<file path="src/design/ffud_pkg.sv">
// ----------------------------------------------------------------------------
// ffud_pkg
// Shared types and constants of the fixed frame UART deframer.
// ----------------------------------------------------------------------------
package ffud_pkg;

    localparam int FRAME_LENGTH = 32;
    localparam int POS_W        = $clog2(FRAME_LENGTH);
    localparam int STORE_DEPTH  = 16;
    localparam int STORE_IDX_W  = $clog2(STORE_DEPTH);
    localparam int NUM_MATCH    = 3;

    localparam int ADDR_W = 5;
    localparam int DATA_W = 32;

    localparam logic [7:0] HEAD_RESET = 8'hD1;
    localparam logic [7:0] TAIL_RESET = 8'h51;

    localparam logic [POS_W-1:0] TAIL_SLOT = POS_W'(FRAME_LENGTH - 1);

    typedef enum logic [2:0] {
        REG_HEAD_FIRST  = 3'd0,
        REG_HEAD_SECOND = 3'd1,
        REG_HEAD_THIRD  = 3'd2,
        REG_TAIL_FIRST  = 3'd3,
        REG_TAIL_SECOND = 3'd4,
        REG_TAIL_THIRD  = 3'd5
    } t_reg_idx;

    typedef struct packed {
        logic [NUM_MATCH-1:0][7:0] head;
        logic [NUM_MATCH-1:0][7:0] tail;
    } t_cfg;

endpackage

</file>
<file path="src/design/ffud_regs.sv">
// ----------------------------------------------------------------------------
// ffud_regs
// APB register file holding the head and tail match bytes.
// ----------------------------------------------------------------------------
module ffud_regs (
    input  logic                        i_clk,
    input  logic                        i_rst_n,
    input  logic                        psel,
    input  logic                        penable,
    input  logic                        pwrite,
    input  logic [ffud_pkg::ADDR_W-1:0] paddr,
    input  logic [ffud_pkg::DATA_W-1:0] pwdata,
    output logic [ffud_pkg::DATA_W-1:0] prdata,
    output logic                        pready,
    output ffud_pkg::t_cfg              o_cfg
);
    import ffud_pkg::*;

    t_cfg     r_cfg;
    t_reg_idx reg_idx;
    logic     wr_en;

    assign pready  = 1'b1;
    assign reg_idx = t_reg_idx'(paddr[ADDR_W-1:2]);
    assign wr_en   = psel & penable & pwrite & pready;

    always_ff @(posedge i_clk) begin
        if (!i_rst_n) begin
            r_cfg.head <= {NUM_MATCH{HEAD_RESET}};
            r_cfg.tail <= {NUM_MATCH{TAIL_RESET}};
        end else if (wr_en) begin
            case (reg_idx)
                REG_HEAD_FIRST:  r_cfg.head[0] <= pwdata[7:0];
                REG_HEAD_SECOND: r_cfg.head[1] <= pwdata[7:0];
                REG_HEAD_THIRD:  r_cfg.head[2] <= pwdata[7:0];
                REG_TAIL_FIRST:  r_cfg.tail[0] <= pwdata[7:0];
                REG_TAIL_SECOND: r_cfg.tail[1] <= pwdata[7:0];
                REG_TAIL_THIRD:  r_cfg.tail[2] <= pwdata[7:0];
                default: ;
            endcase
        end
    end

    always_comb begin
        case (reg_idx)
            REG_HEAD_FIRST:  prdata = DATA_W'(r_cfg.head[0]);
            REG_HEAD_SECOND: prdata = DATA_W'(r_cfg.head[1]);
            REG_HEAD_THIRD:  prdata = DATA_W'(r_cfg.head[2]);
            REG_TAIL_FIRST:  prdata = DATA_W'(r_cfg.tail[0]);
            REG_TAIL_SECOND: prdata = DATA_W'(r_cfg.tail[1]);
            REG_TAIL_THIRD:  prdata = DATA_W'(r_cfg.tail[2]);
            default:         prdata = '0;
        endcase
    end

    assign o_cfg = r_cfg;

endmodule

</file>
<file path="src/design/fixed_frame_uart_deframer.sv">
// ----------------------------------------------------------------------------
// fixed_frame_uart_deframer
// o_res_valid is registered; set when the tail byte is taken from the input register.
// Throughput: one byte per cycle; the input register feeds the frame tracker,
// which writes the output register. Input stalls only while a result is held
// and a byte already waits in the input register.
// Reset: synchronous, clears frame state, pipeline valids and registers
// to 0xD1 heads / 0x51 tails; the payload bytes are not cleared.
// ----------------------------------------------------------------------------
module fixed_frame_uart_deframer (
    input  logic                        i_clk,
    input  logic                        i_rst_n,
    // byte input channel
    input  logic                        i_rx_valid,
    output logic                        o_rx_stall,
    input  logic [7:0]                  i_rx_byte,
    // frame result channel
    output logic                        o_res_valid,
    input  logic                        i_res_stall,
    output logic [31:0]                 o_time_stamp,
    output logic [31:0]                 o_packet_index,
    output logic [15:0]                 o_motor_zero,
    output logic [15:0]                 o_motor_one,
    output logic [15:0]                 o_motor_two,
    output logic [15:0]                 o_motor_three,
    // configuration port
    input  logic                        psel,
    input  logic                        penable,
    input  logic                        pwrite,
    input  logic [ffud_pkg::ADDR_W-1:0] paddr,
    input  logic [ffud_pkg::DATA_W-1:0] pwdata,
    output logic [ffud_pkg::DATA_W-1:0] prdata,
    output logic                        pready
);
    import ffud_pkg::*;

    t_cfg cfg;

    ffud_regs u_regs (
        .i_clk   (i_clk),
        .i_rst_n (i_rst_n),
        .psel    (psel),
        .penable (penable),
        .pwrite  (pwrite),
        .paddr   (paddr),
        .pwdata  (pwdata),
        .prdata  (prdata),
        .pready  (pready),
        .o_cfg   (cfg)
    );

    // Input register: one byte waits here to be checked against the frame state.
    logic       r_in_valid;
    logic [7:0] r_in_byte;

    // Frame tracker state.
    logic             r_in_frame;
    logic [POS_W-1:0] r_pos;
    logic [7:0]       r_store [STORE_DEPTH];

    // Output register.
    logic        r_out_valid;
    logic [31:0] r_time_stamp;
    logic [31:0] r_packet_index;
    logic [15:0] r_motor_zero;
    logic [15:0] r_motor_one;
    logic [15:0] r_motor_two;
    logic [15:0] r_motor_three;

    logic             advance;
    logic             take;
    logic             head_hit;
    logic             tail_hit;
    logic             at_tail;
    logic             store_en;
    logic [POS_W-1:0] store_off;
    logic             emit;
    logic             n_in_frame;
    logic [POS_W-1:0] n_pos;

    // The whole pipe moves unless a finished result is held by the consumer.
    assign advance    = !(r_out_valid && i_res_stall);
    assign o_rx_stall = r_in_valid && !advance;
    assign take       = r_in_valid && advance;

    always_comb begin
        head_hit = 1'b0;
        tail_hit = 1'b0;
        for (int k = 0; k < NUM_MATCH; k++) begin
            head_hit = head_hit | (r_in_byte == cfg.head[k]);
            tail_hit = tail_hit | (r_in_byte == cfg.tail[k]);
        end
    end

    assign at_tail   = (r_pos >= TAIL_SLOT);
    assign store_off = r_pos - POS_W'(1);
    // Keep bytes 1..16 of the frame; the rest up to the tail slot only count.
    assign store_en  = take && r_in_frame && !at_tail
                    && (r_pos != '0) && (r_pos <= POS_W'(STORE_DEPTH));

    always_comb begin
        n_in_frame = r_in_frame;
        n_pos      = r_pos;
        emit       = 1'b0;
        if (!r_in_frame) begin
            if (head_hit) begin
                n_in_frame = 1'b1;
                n_pos      = POS_W'(1);
            end
        end else if (at_tail) begin
            // Tail slot: a non-tail drops the frame and is not seen as a head.
            n_in_frame = 1'b0;
            n_pos      = '0;
            emit       = tail_hit;
        end else begin
            n_pos = r_pos + POS_W'(1);
        end
    end

    always_ff @(posedge i_clk) begin
        if (!i_rst_n) begin
            r_in_valid  <= 1'b0;
            r_in_frame  <= 1'b0;
            r_pos       <= '0;
            r_out_valid <= 1'b0;
        end else begin
            // Refill the input register whenever it is empty or draining.
            if (!o_rx_stall) begin
                r_in_valid <= i_rx_valid;
            end
            if (advance) begin
                r_out_valid <= take && emit;
            end
            if (take) begin
                r_in_frame <= n_in_frame;
                r_pos      <= n_pos;
            end
        end
    end

    always_ff @(posedge i_clk) begin
        if (!o_rx_stall) begin
            r_in_byte <= i_rx_byte;
        end
        if (store_en) begin
            r_store[store_off[STORE_IDX_W-1:0]] <= r_in_byte;
        end
        // Latch the little-endian fields when the frame completes.
        if (take && emit) begin
            r_time_stamp   <= {r_store[3], r_store[2], r_store[1], r_store[0]};
            r_packet_index <= {r_store[7], r_store[6], r_store[5], r_store[4]};
            r_motor_zero   <= {r_store[9], r_store[8]};
            r_motor_one    <= {r_store[11], r_store[10]};
            r_motor_two    <= {r_store[13], r_store[12]};
            r_motor_three  <= {r_store[15], r_store[14]};
        end
    end

    assign o_res_valid    = r_out_valid;
    assign o_time_stamp   = r_time_stamp;
    assign o_packet_index = r_packet_index;
    assign o_motor_zero   = r_motor_zero;
    assign o_motor_one    = r_motor_one;
    assign o_motor_two    = r_motor_two;
    assign o_motor_three  = r_motor_three;

    // Position never runs past the tail slot.
    a_pos_range: assert property (@(posedge i_clk) disable iff (!i_rst_n)
        r_pos <= TAIL_SLOT)
        else $error("frame position beyond tail slot");

    // Outside a frame the position rests at zero.
    a_idle_pos: assert property (@(posedge i_clk) disable iff (!i_rst_n)
        !r_in_frame |-> (r_pos == '0))
        else $error("position nonzero while waiting for head");

    // A new result only follows a byte taken in the tail slot of a frame.
    a_emit_src: assert property (@(posedge i_clk) disable iff (!i_rst_n)
        $rose(r_out_valid) |-> ($past(r_in_frame) && ($past(r_pos) == TAIL_SLOT)))
        else $error("result without a completed frame");

    // A stalled input byte stays parked in the input register.
    a_stall_hold: assert property (@(posedge i_clk) disable iff (!i_rst_n)
        o_rx_stall |=> (r_in_valid && $stable(r_in_byte)))
        else $error("input register lost a stalled byte");

endmodule
</file>
<file path="config.mk">
export PLATFORM = sky130hd
export DESIGN_NAME = fixed_frame_uart_deframer
export DESIGN_NICKNAME = d
export VERILOG_FILES = /design/src/design/ffud_pkg.sv /design/src/design/ffud_regs.sv /design/src/design/fixed_frame_uart_deframer.sv
export SDC_FILE = /design/constraint.sdc
export NUM_CORES = 1
export LEC_CHECK = 0
export ABC_AREA = 1
export BUFFER_PORTS_ARGS = -buffer_cell sky130_fd_sc_hd__buf_2
export CAP_MARGIN = 20
export CELL_PAD_IN_SITES_DETAIL_PLACEMENT = 1
export CELL_PAD_IN_SITES_GLOBAL_PLACEMENT = 2
export CORE_MARGIN = 5
export CORE_UTILIZATION = 35
export DETAILED_ROUTE_END_ITERATION = 8
export PLACE_DENSITY_LB_ADDON = 0.1
export SKIP_CTS_REPAIR_TIMING = 1
export SLEW_MARGIN = 10
export SYNTH_ARGS = -nofsm -noshare
export SYNTH_HDL_FRONTEND = slang
export SYNTH_SLANG_ARGS = --single-unit
</file>
<file path="constraint.sdc">
create_clock -name i_clk -period 5.45 [get_ports i_clk]
set_input_delay 0.8175 -clock i_clk [delete_from_list [all_inputs] [get_ports i_clk]]
set_output_delay 0.8175 -clock i_clk [all_outputs]
set_load 0.01 [all_outputs]
</file>
Word-level counts from Yosys, hierarchy flattened
Memories as Yosys holds them, arrays and structs flattened. A register that Yosys moved wholly into a read port is not among the register bits.
Index checks and enable logic that the tools add are counted.
{"block": "word_totals", "elab_cells": 64, "out_inout_bits": 163, "reg_bits": 64, "in_bits": 52, "mem_bits_rw": 128, "memories": 1}
{"memory": "r_store", "depth": 16, "word_bits": 8, "rd": 16, "rd_clocked_by_memory_dff": 16, "write_ports": 1, "line": "fixed_frame_uart_deframer.sv:59", "source": "logic [7:0] r_store [STORE_DEPTH];"}
{"block": "op_classes", "eq_ne": 11, "order_cmp": 2, "add_sub_neg": 2, "mux": 11, "bitwise": 6, "n_reduce_logical": 20}
{"operator": "8-bit == test", "n": 6}
{"operator": "8-bit one-hot mux with 6 select lines", "n": 1}
{"operator": "5-bit 2-to-1 mux", "n": 3}
{"operator": "2-bit AND reduction", "n": 7}
{"operator": "1-bit logical AND", "n": 8}
{"operator": "1-bit 2-to-1 mux", "n": 7}
{"operator": "3-bit by 2-bit == test with 1-bit output (second input constant)", "n": 2}
{"operator": "3-bit == test (second input constant)", "n": 2}
{"operator": "5-bit by 1-bit adder with 5-bit output (second input constant)", "n": 1}
{"operator": "5-bit >= comparator (second input constant)", "n": 1}
{"operator": "5-bit <= comparator (second input constant)", "n": 1}
{"operator": "5-bit nonzero test", "n": 1}
{"operator": "1-bit OR", "n": 4}
{"operator": "4-bit by 1-bit subtractor with 4-bit output (second input constant)", "n": 1}
{"operator": "3-bit by 1-bit == test with 1-bit output (second input constant)", "n": 1}
{"operator": "3-bit zero test", "n": 1}
{"operator": "1-bit bitwise AND", "n": 2}
{"operator": "1-bit zero test", "n": 2}
{"operator": "2-bit nonzero test", "n": 1}

Longest topological paths before layout
{"block": "depth", "depth_word": 9, "ltp_mapped": 12, "ltp_nobuf": 11}

Cells and area by module
A second synthesis with hierarchy kept.
{"block": "unflattened", "cells_unflattened": 952, "area_unflattened_um2": 12030.3}
{"module": "fixed_frame_uart_deframer", "cells_each": 562, "seq_area_each_um2": 8087.8, "n_inst": 1, "area_per_inst_um2": 9454.1}
{"module": "ffud_regs", "cells_each": 390, "seq_area_each_um2": 960.9, "n_inst": 1, "area_per_inst_um2": 2576.2}

Least setup slack after synthesis
No wires, ideal clock.
{"block": "synth_path", "kind": "input to register", "start": "input i_res_stall", "end": "register r_motor_one[0], in the netlist o_motor_one[0], read port of r_store (enable)", "required_ns": 4.969, "arrival_time_ns": 3.862, "n_path_buf": 0, "setup_slack_ns": 1.107, "cell_stages": 7, "setup_ns": 0.481, "path_cell_list": "a21oi_2 > nand2_1 > inv_1 > nand2_1 > inv_1 > nand2_1 > inv_1"}
{"block": "synth_between", "elab_chain_len": 4}
{"item": "from (decl)", "line": "fixed_frame_uart_deframer.sv:19", "source": "input logic i_res_stall,"}
{"item": "1-bit logical AND", "line": "fixed_frame_uart_deframer.sv:82", "source": "assign advance = !(r_out_valid && i_res_stall);"}
{"item": "1-bit zero test", "line": "fixed_frame_uart_deframer.sv:82"}
{"item": "1-bit logical AND", "line": "fixed_frame_uart_deframer.sv:84", "source": "assign take = r_in_valid && advance;"}
{"item": "1-bit logical AND", "line": "fixed_frame_uart_deframer.sv:149", "source": "if (take && emit) begin"}
{"item": "to (decl)", "line": "fixed_frame_uart_deframer.sv:66", "source": "logic [15:0] r_motor_one;"}
No other way between the ends.
A chain may end at the register's enable or synchronous reset.

Worst setup path in the final report
{"block": "layout_path", "start": "register r_in_byte[0]", "end": "register r_motor_three[15], in the netlist o_motor_three[15], read port of r_store (enable)"}
{"block": "layout_between", "elab_chain_len": 6, "word_cells_on_any_way": 8, "cone_classes": "eq/ne (3); mux (2); bitwise (2); reduce/logical (1)"}
{"item": "from (decl)", "line": "fixed_frame_uart_deframer.sv:54", "source": "logic [7:0] r_in_byte;"}
{"item": "from (signal assigned)", "line": "fixed_frame_uart_deframer.sv:143", "source": "r_in_byte <= i_rx_byte;"}
{"item": "8-bit == test", "line": "fixed_frame_uart_deframer.sv:91", "source": "tail_hit = tail_hit | (r_in_byte == cfg.tail[k]);"}
{"item": "1-bit OR", "line": "fixed_frame_uart_deframer.sv:91"}
{"item": "1-bit OR *", "line": "fixed_frame_uart_deframer.sv:91"}
{"item": "1-bit 2-to-1 mux *", "line": "fixed_frame_uart_deframer.sv:110", "source": "end else if (at_tail) begin"}
{"item": "1-bit 2-to-1 mux *", "line": "fixed_frame_uart_deframer.sv:105", "source": "if (!r_in_frame) begin"}
{"item": "1-bit logical AND *", "line": "fixed_frame_uart_deframer.sv:149"}
{"item": "to (decl)", "line": "fixed_frame_uart_deframer.sv:68", "source": "logic [15:0] r_motor_three;"}
Mark *: on every way between the ends. The rest lies on a longest branch, timed or not.

==> results.md <==
Logic synthesis:
- In this run, synthesis produced a sequential element count of 320.
- In the synthesized netlist the dominant register cell turns out to be sky130_fd_sc_hd__edfxtp_1.
- The area of the mapped netlist is 11500 sq um.
- The count of warnings emitted by yosys is 0.
- Among all cell types in the netlist, the one instantiated most often is sky130_fd_sc_hd__edfxtp_1.
- The sequential share of the synthesized area is 78.4%.
- After technology mapping, the gate count stands at 802.
- The number of synthesized flops with an enable pin is 264.
- By area the synthesized netlist is led by sky130_fd_sc_hd__edfxtp_1, sky130_fd_sc_hd__dfxtp_1, sky130_fd_sc_hd__nand2_1.
- Counting distinct cell types in the post-synthesis netlist gives 41.
- Of all cell types, the one taking the most synthesized area is sky130_fd_sc_hd__edfxtp_1.
- A synthesized cell averages 14.4 sq um.
- Ranked by instance count, the synthesized netlist is headed by sky130_fd_sc_hd__edfxtp_1, sky130_fd_sc_hd__nand2_1, sky130_fd_sc_hd__nor2_1, sky130_fd_sc_hd__dfxtp_1, sky130_fd_sc_hd__inv_1.
- The fraction of synthesized cell area taken by the top area cell type is 68.7%.
- In the synthesized netlist the async set-or-reset flop fraction comes to 0%.

Pwr:
- In this run the static leakage power is 5.32 nW.
- The power per standard cell area is 369 nW/um^2.
- The relative contribution of combinational cells to total power is 2.7%.
- In this run, flip-flops and latches consume 51.2% of the power.
- The share of power burned in the clock network is 46.0%.
- The net switching power figure is 1.04 mW.
- Of the total power, the share spent switching nets is 20.1%.
- Cell internal power was estimated by the tool at 4.13 mW.
- The peak supply drop is 0.171 mV.

Worst hold path:
- For hold timing, the worst endpoint is o_motor_two[10].
- The tightest min-delay check is of the reg -> reg type.
- Along the worst hold path, the cell count comes to 0.
- The startpoint identified for the worst hold timing path is r_store[13][2].

Worst setup path:
- Walking the worst path, the cells encountered are inv_1 > nand2_1 > nand4_1 > nor3_1 > nand2_1 > nand3_1 > nand2_1 > inv_4 > buf_4.
- The nature of the critical path endpoint is a flop.
- In this run the critical register-to-register path is captured at o_motor_three[15].
- At the worst endpoint, the arrival time is 3.39 ns.
- The required time at the endpoint of the critical path is 5.64 ns.
- The classification of the worst setup path is reg -> reg.
- The cell repeated most along the worst path is sky130_fd_sc_hd__nand2_1.
- The critical path's top delay family is buffers and inverters.
- The startpoint type of the worst setup path is a flop.
- The setup check on the worst reg-to-reg path leaves a slack of 2.24 ns.
- Together, buffers and inverters on the worst path number 3.
- In this run the worst path has a maximum fanout of 62.
- The reg-to-reg startpoint is r_in_byte[0].
- The largest single stage delay on the critical path is 0.71 ns.
- The worst register-to-register path has a depth of 9.
- Among all stages on the critical path, the largest delay is contributed by sky130_fd_sc_hd__edfxtp_1.

Drt:
- The length of the first detailed-routing pass in iterations is 4.
- The number of antenna-violating nets in the routed design is 0.
- The average vias per placed instance is 4.52.
- The detailed-route wire length is 29600 microns.
- The total via count in the routed design is 6613.
- The DRC violation count after routing is 0.
- After detailed routing, the average wire length per cell comes to 20.2 microns.
- The first-iteration detailed-routing DRC count is 284.

Die:
- The die area is 36700 sq um.
- Once the floorplan was initialized, standard cells occupied 35.5% of the core.
- The total area inside the core boundary comes to 32500 sq um.
- For this design the top-level I/O count stands at 215.
- The die is 192 microns tall.
- The initialized floorplan defines 66 standard-cell rows.
- The overall die width is 192 microns.

Place:
- Port buffering added 163 buffers.
- After detailed placement, the design holds a cell count of 1400.
- The placed wire-length estimate is 20200 microns.
- The weighted congestion reported at the end of routability-driven placement is 0.756.
- The placed standard-cell area is 12800 sq um.

Clock tree:
- The clock tree synthesis step divided the H-tree into 2 levels.
- The buffer levels on the longest clock path is 3.
- The clock transition at the registers of the reported paths is 0.06 ns.
- The worst-skew pair later-pin latency is 0.51 ns.
- The cell at the root of the clock tree is sky130_fd_sc_hd__clkbuf_16.
- The number of clock sinks is 320.
- The number of buffers created by CTS is 35.
- TritonCTS built the clock tree.

Cells and area:
- The fraction of layout cells with a size suffix above 1 is 24.3%.
- The number of nets at the end of the flow is 1054.
- The antenna diode count is 0.
- The area growth from synthesis to layout is 21.2%.
- The non-filler instance count after layout is 1464.
- The final instance area is 14000 sq um.

Timing:
- Summed over all failing endpoints, the final setup total negative slack is 0 ns.
- The total count of max-transition violations in the final report is 0.
- The clock period minus worst slack is 3.21 ns.
- The ratio of final minimum period to clock period is 58.8%.
- Setup repair after global routing left no endpoint under its margin.
- In this run the tightest slew margin relative to its limit is 29.3%.
- The final count of hold timing violations came to 0.
- Hold timing on the final database bottoms out at a slack of 0.416 ns.
- Setup violations remaining at the end of the flow were counted as 0.
- The clock tree skew after final layout is 0.0129 ns.
- The highest clock rate is 312 MHz.
- The slew at the pin closest to its max-slew limit is 1.06 ns.

Global routing:
- The first global-routing pass estimated 43400 microns of wire.
- The total congestion overflow after global routing is 0.
- The via count of the first global-routing pass was 6830.
- Across every metal layer, demand over resource in global routing totals 15.9%.
- The initial antenna violation count came to 0.
- The largest net degree at the start of global routing is 63.

Run status:
- The flow ran to the end, and the final reports show no timing, DRC or antenna violations.

Run:
- Max-cap violations in this run came to 0.
-- registers in the layout (all words and copies together) (netlist names), 5 cells and up --
register and cells:
r_in_byte 8, u_regs.o_cfg 48, o_motor_zero 16, o_motor_two 16
r_store 128, o_time_stamp 32, o_motor_one 16, o_motor_three 16
o_packet_index 32, r_pos 5
-- worst max path at each step --
stage	startpoint	to	slack, ns	depth (start not counted)
after global routing	r_in_byte[0]	o_motor_three[15]	2.01	9
after detailed placement	i_res_stall	r_store[11][4]	2.10	8
after floorplan	i_res_stall	o_motor_one[0]	1.11	7
final	r_in_byte[0]	o_motor_three[15]	2.24	9
after CTS	r_in_byte[0]	o_motor_zero[7]	2.12	9
after global placement	i_res_stall	r_store[11][4]	2.15	8
-- stage by stage --
step | power, mW | setup WS, ns | util [%]
global placement | 2.84 | 2.15 | 39.4
floorplan | 2.78 | 1.11 | -
detailed placement | 2.84 | 2.10 | 39.4
global route | 5.37 | 2.01 | 43.0
finish | 5.17 | 2.24 | 43.0
CTS | 5.24 | 2.12 | 43.0
-- power by group through the flow --
stage / Combinational [mW] / Clock (mW) / Sequential [mW]
6_report: 0.140 / 2.38 / 2.65
4_1_cts: 0.144 / 2.45 / 2.65
5_1_grt: 0.156 / 2.57 / 2.65
3_3_place_gp: 0.142 / 0 / 2.70
2_1_floorplan: 0.0880 / 0 / 2.70
3_5_place_dp: 0.143 / 0 / 2.70
-- area by class of cell --
class                      count  area (sq um)
clock inverter                19           225
fill                        3449         18500
tap                          442           553
clock buffer                  45           935
inverter                      59           229
multi-input combinational    405          2090
timing repair buffer         174           911
sequential                   320          9050
-- layout by cell type (no fill, tap or decap), types with 10 or more instances in the layout --
| master | count |
|---|---|
| sky130_fd_sc_hd__clkbuf_16 | 36 |
| sky130_fd_sc_hd__a21oi_1 | 23 |
| sky130_fd_sc_hd__dfxtp_1 | 56 |
| sky130_fd_sc_hd__buf_2 | 163 |
| sky130_fd_sc_hd__edfxtp_1 | 264 |
| sky130_fd_sc_hd__nand3_1 | 28 |
| sky130_fd_sc_hd__inv_1 | 49 |
| sky130_fd_sc_hd__conb_1 | 25 |
| sky130_fd_sc_hd__nor2_1 | 66 |
| sky130_fd_sc_hd__xor2_1 | 10 |
| sky130_fd_sc_hd__buf_4 | 10 |
| sky130_fd_sc_hd__o21ai_0 | 24 |
| sky130_fd_sc_hd__xnor2_1 | 17 |
| sky130_fd_sc_hd__nand2_1 | 141 |
-- cell families (layout without fill, tap and decap cells) --
kind of cell    count (synthesis)  after routing  synth area share, %
xor+xnor                       27             27                 2.05
flops                         320            320                 78.4
buf+inv                       100            297                 4.27
compound gates                 82             82                 4.28
simple gates                  264            264                 10.2
fa+ha+maj                       7              7                0.758
other cells                     2             25               0.0650
-- layer usage --
layer  up-vias  wire length [microns]  track usage (%)
met5         -                      0                0
met4         0                    521             3.78
met3        42                   1430             3.02
met2       170                  14400             27.3
met1      3248                  13200             21.0
li1       3153                      -                -
(Power assumes the default switching activity.)
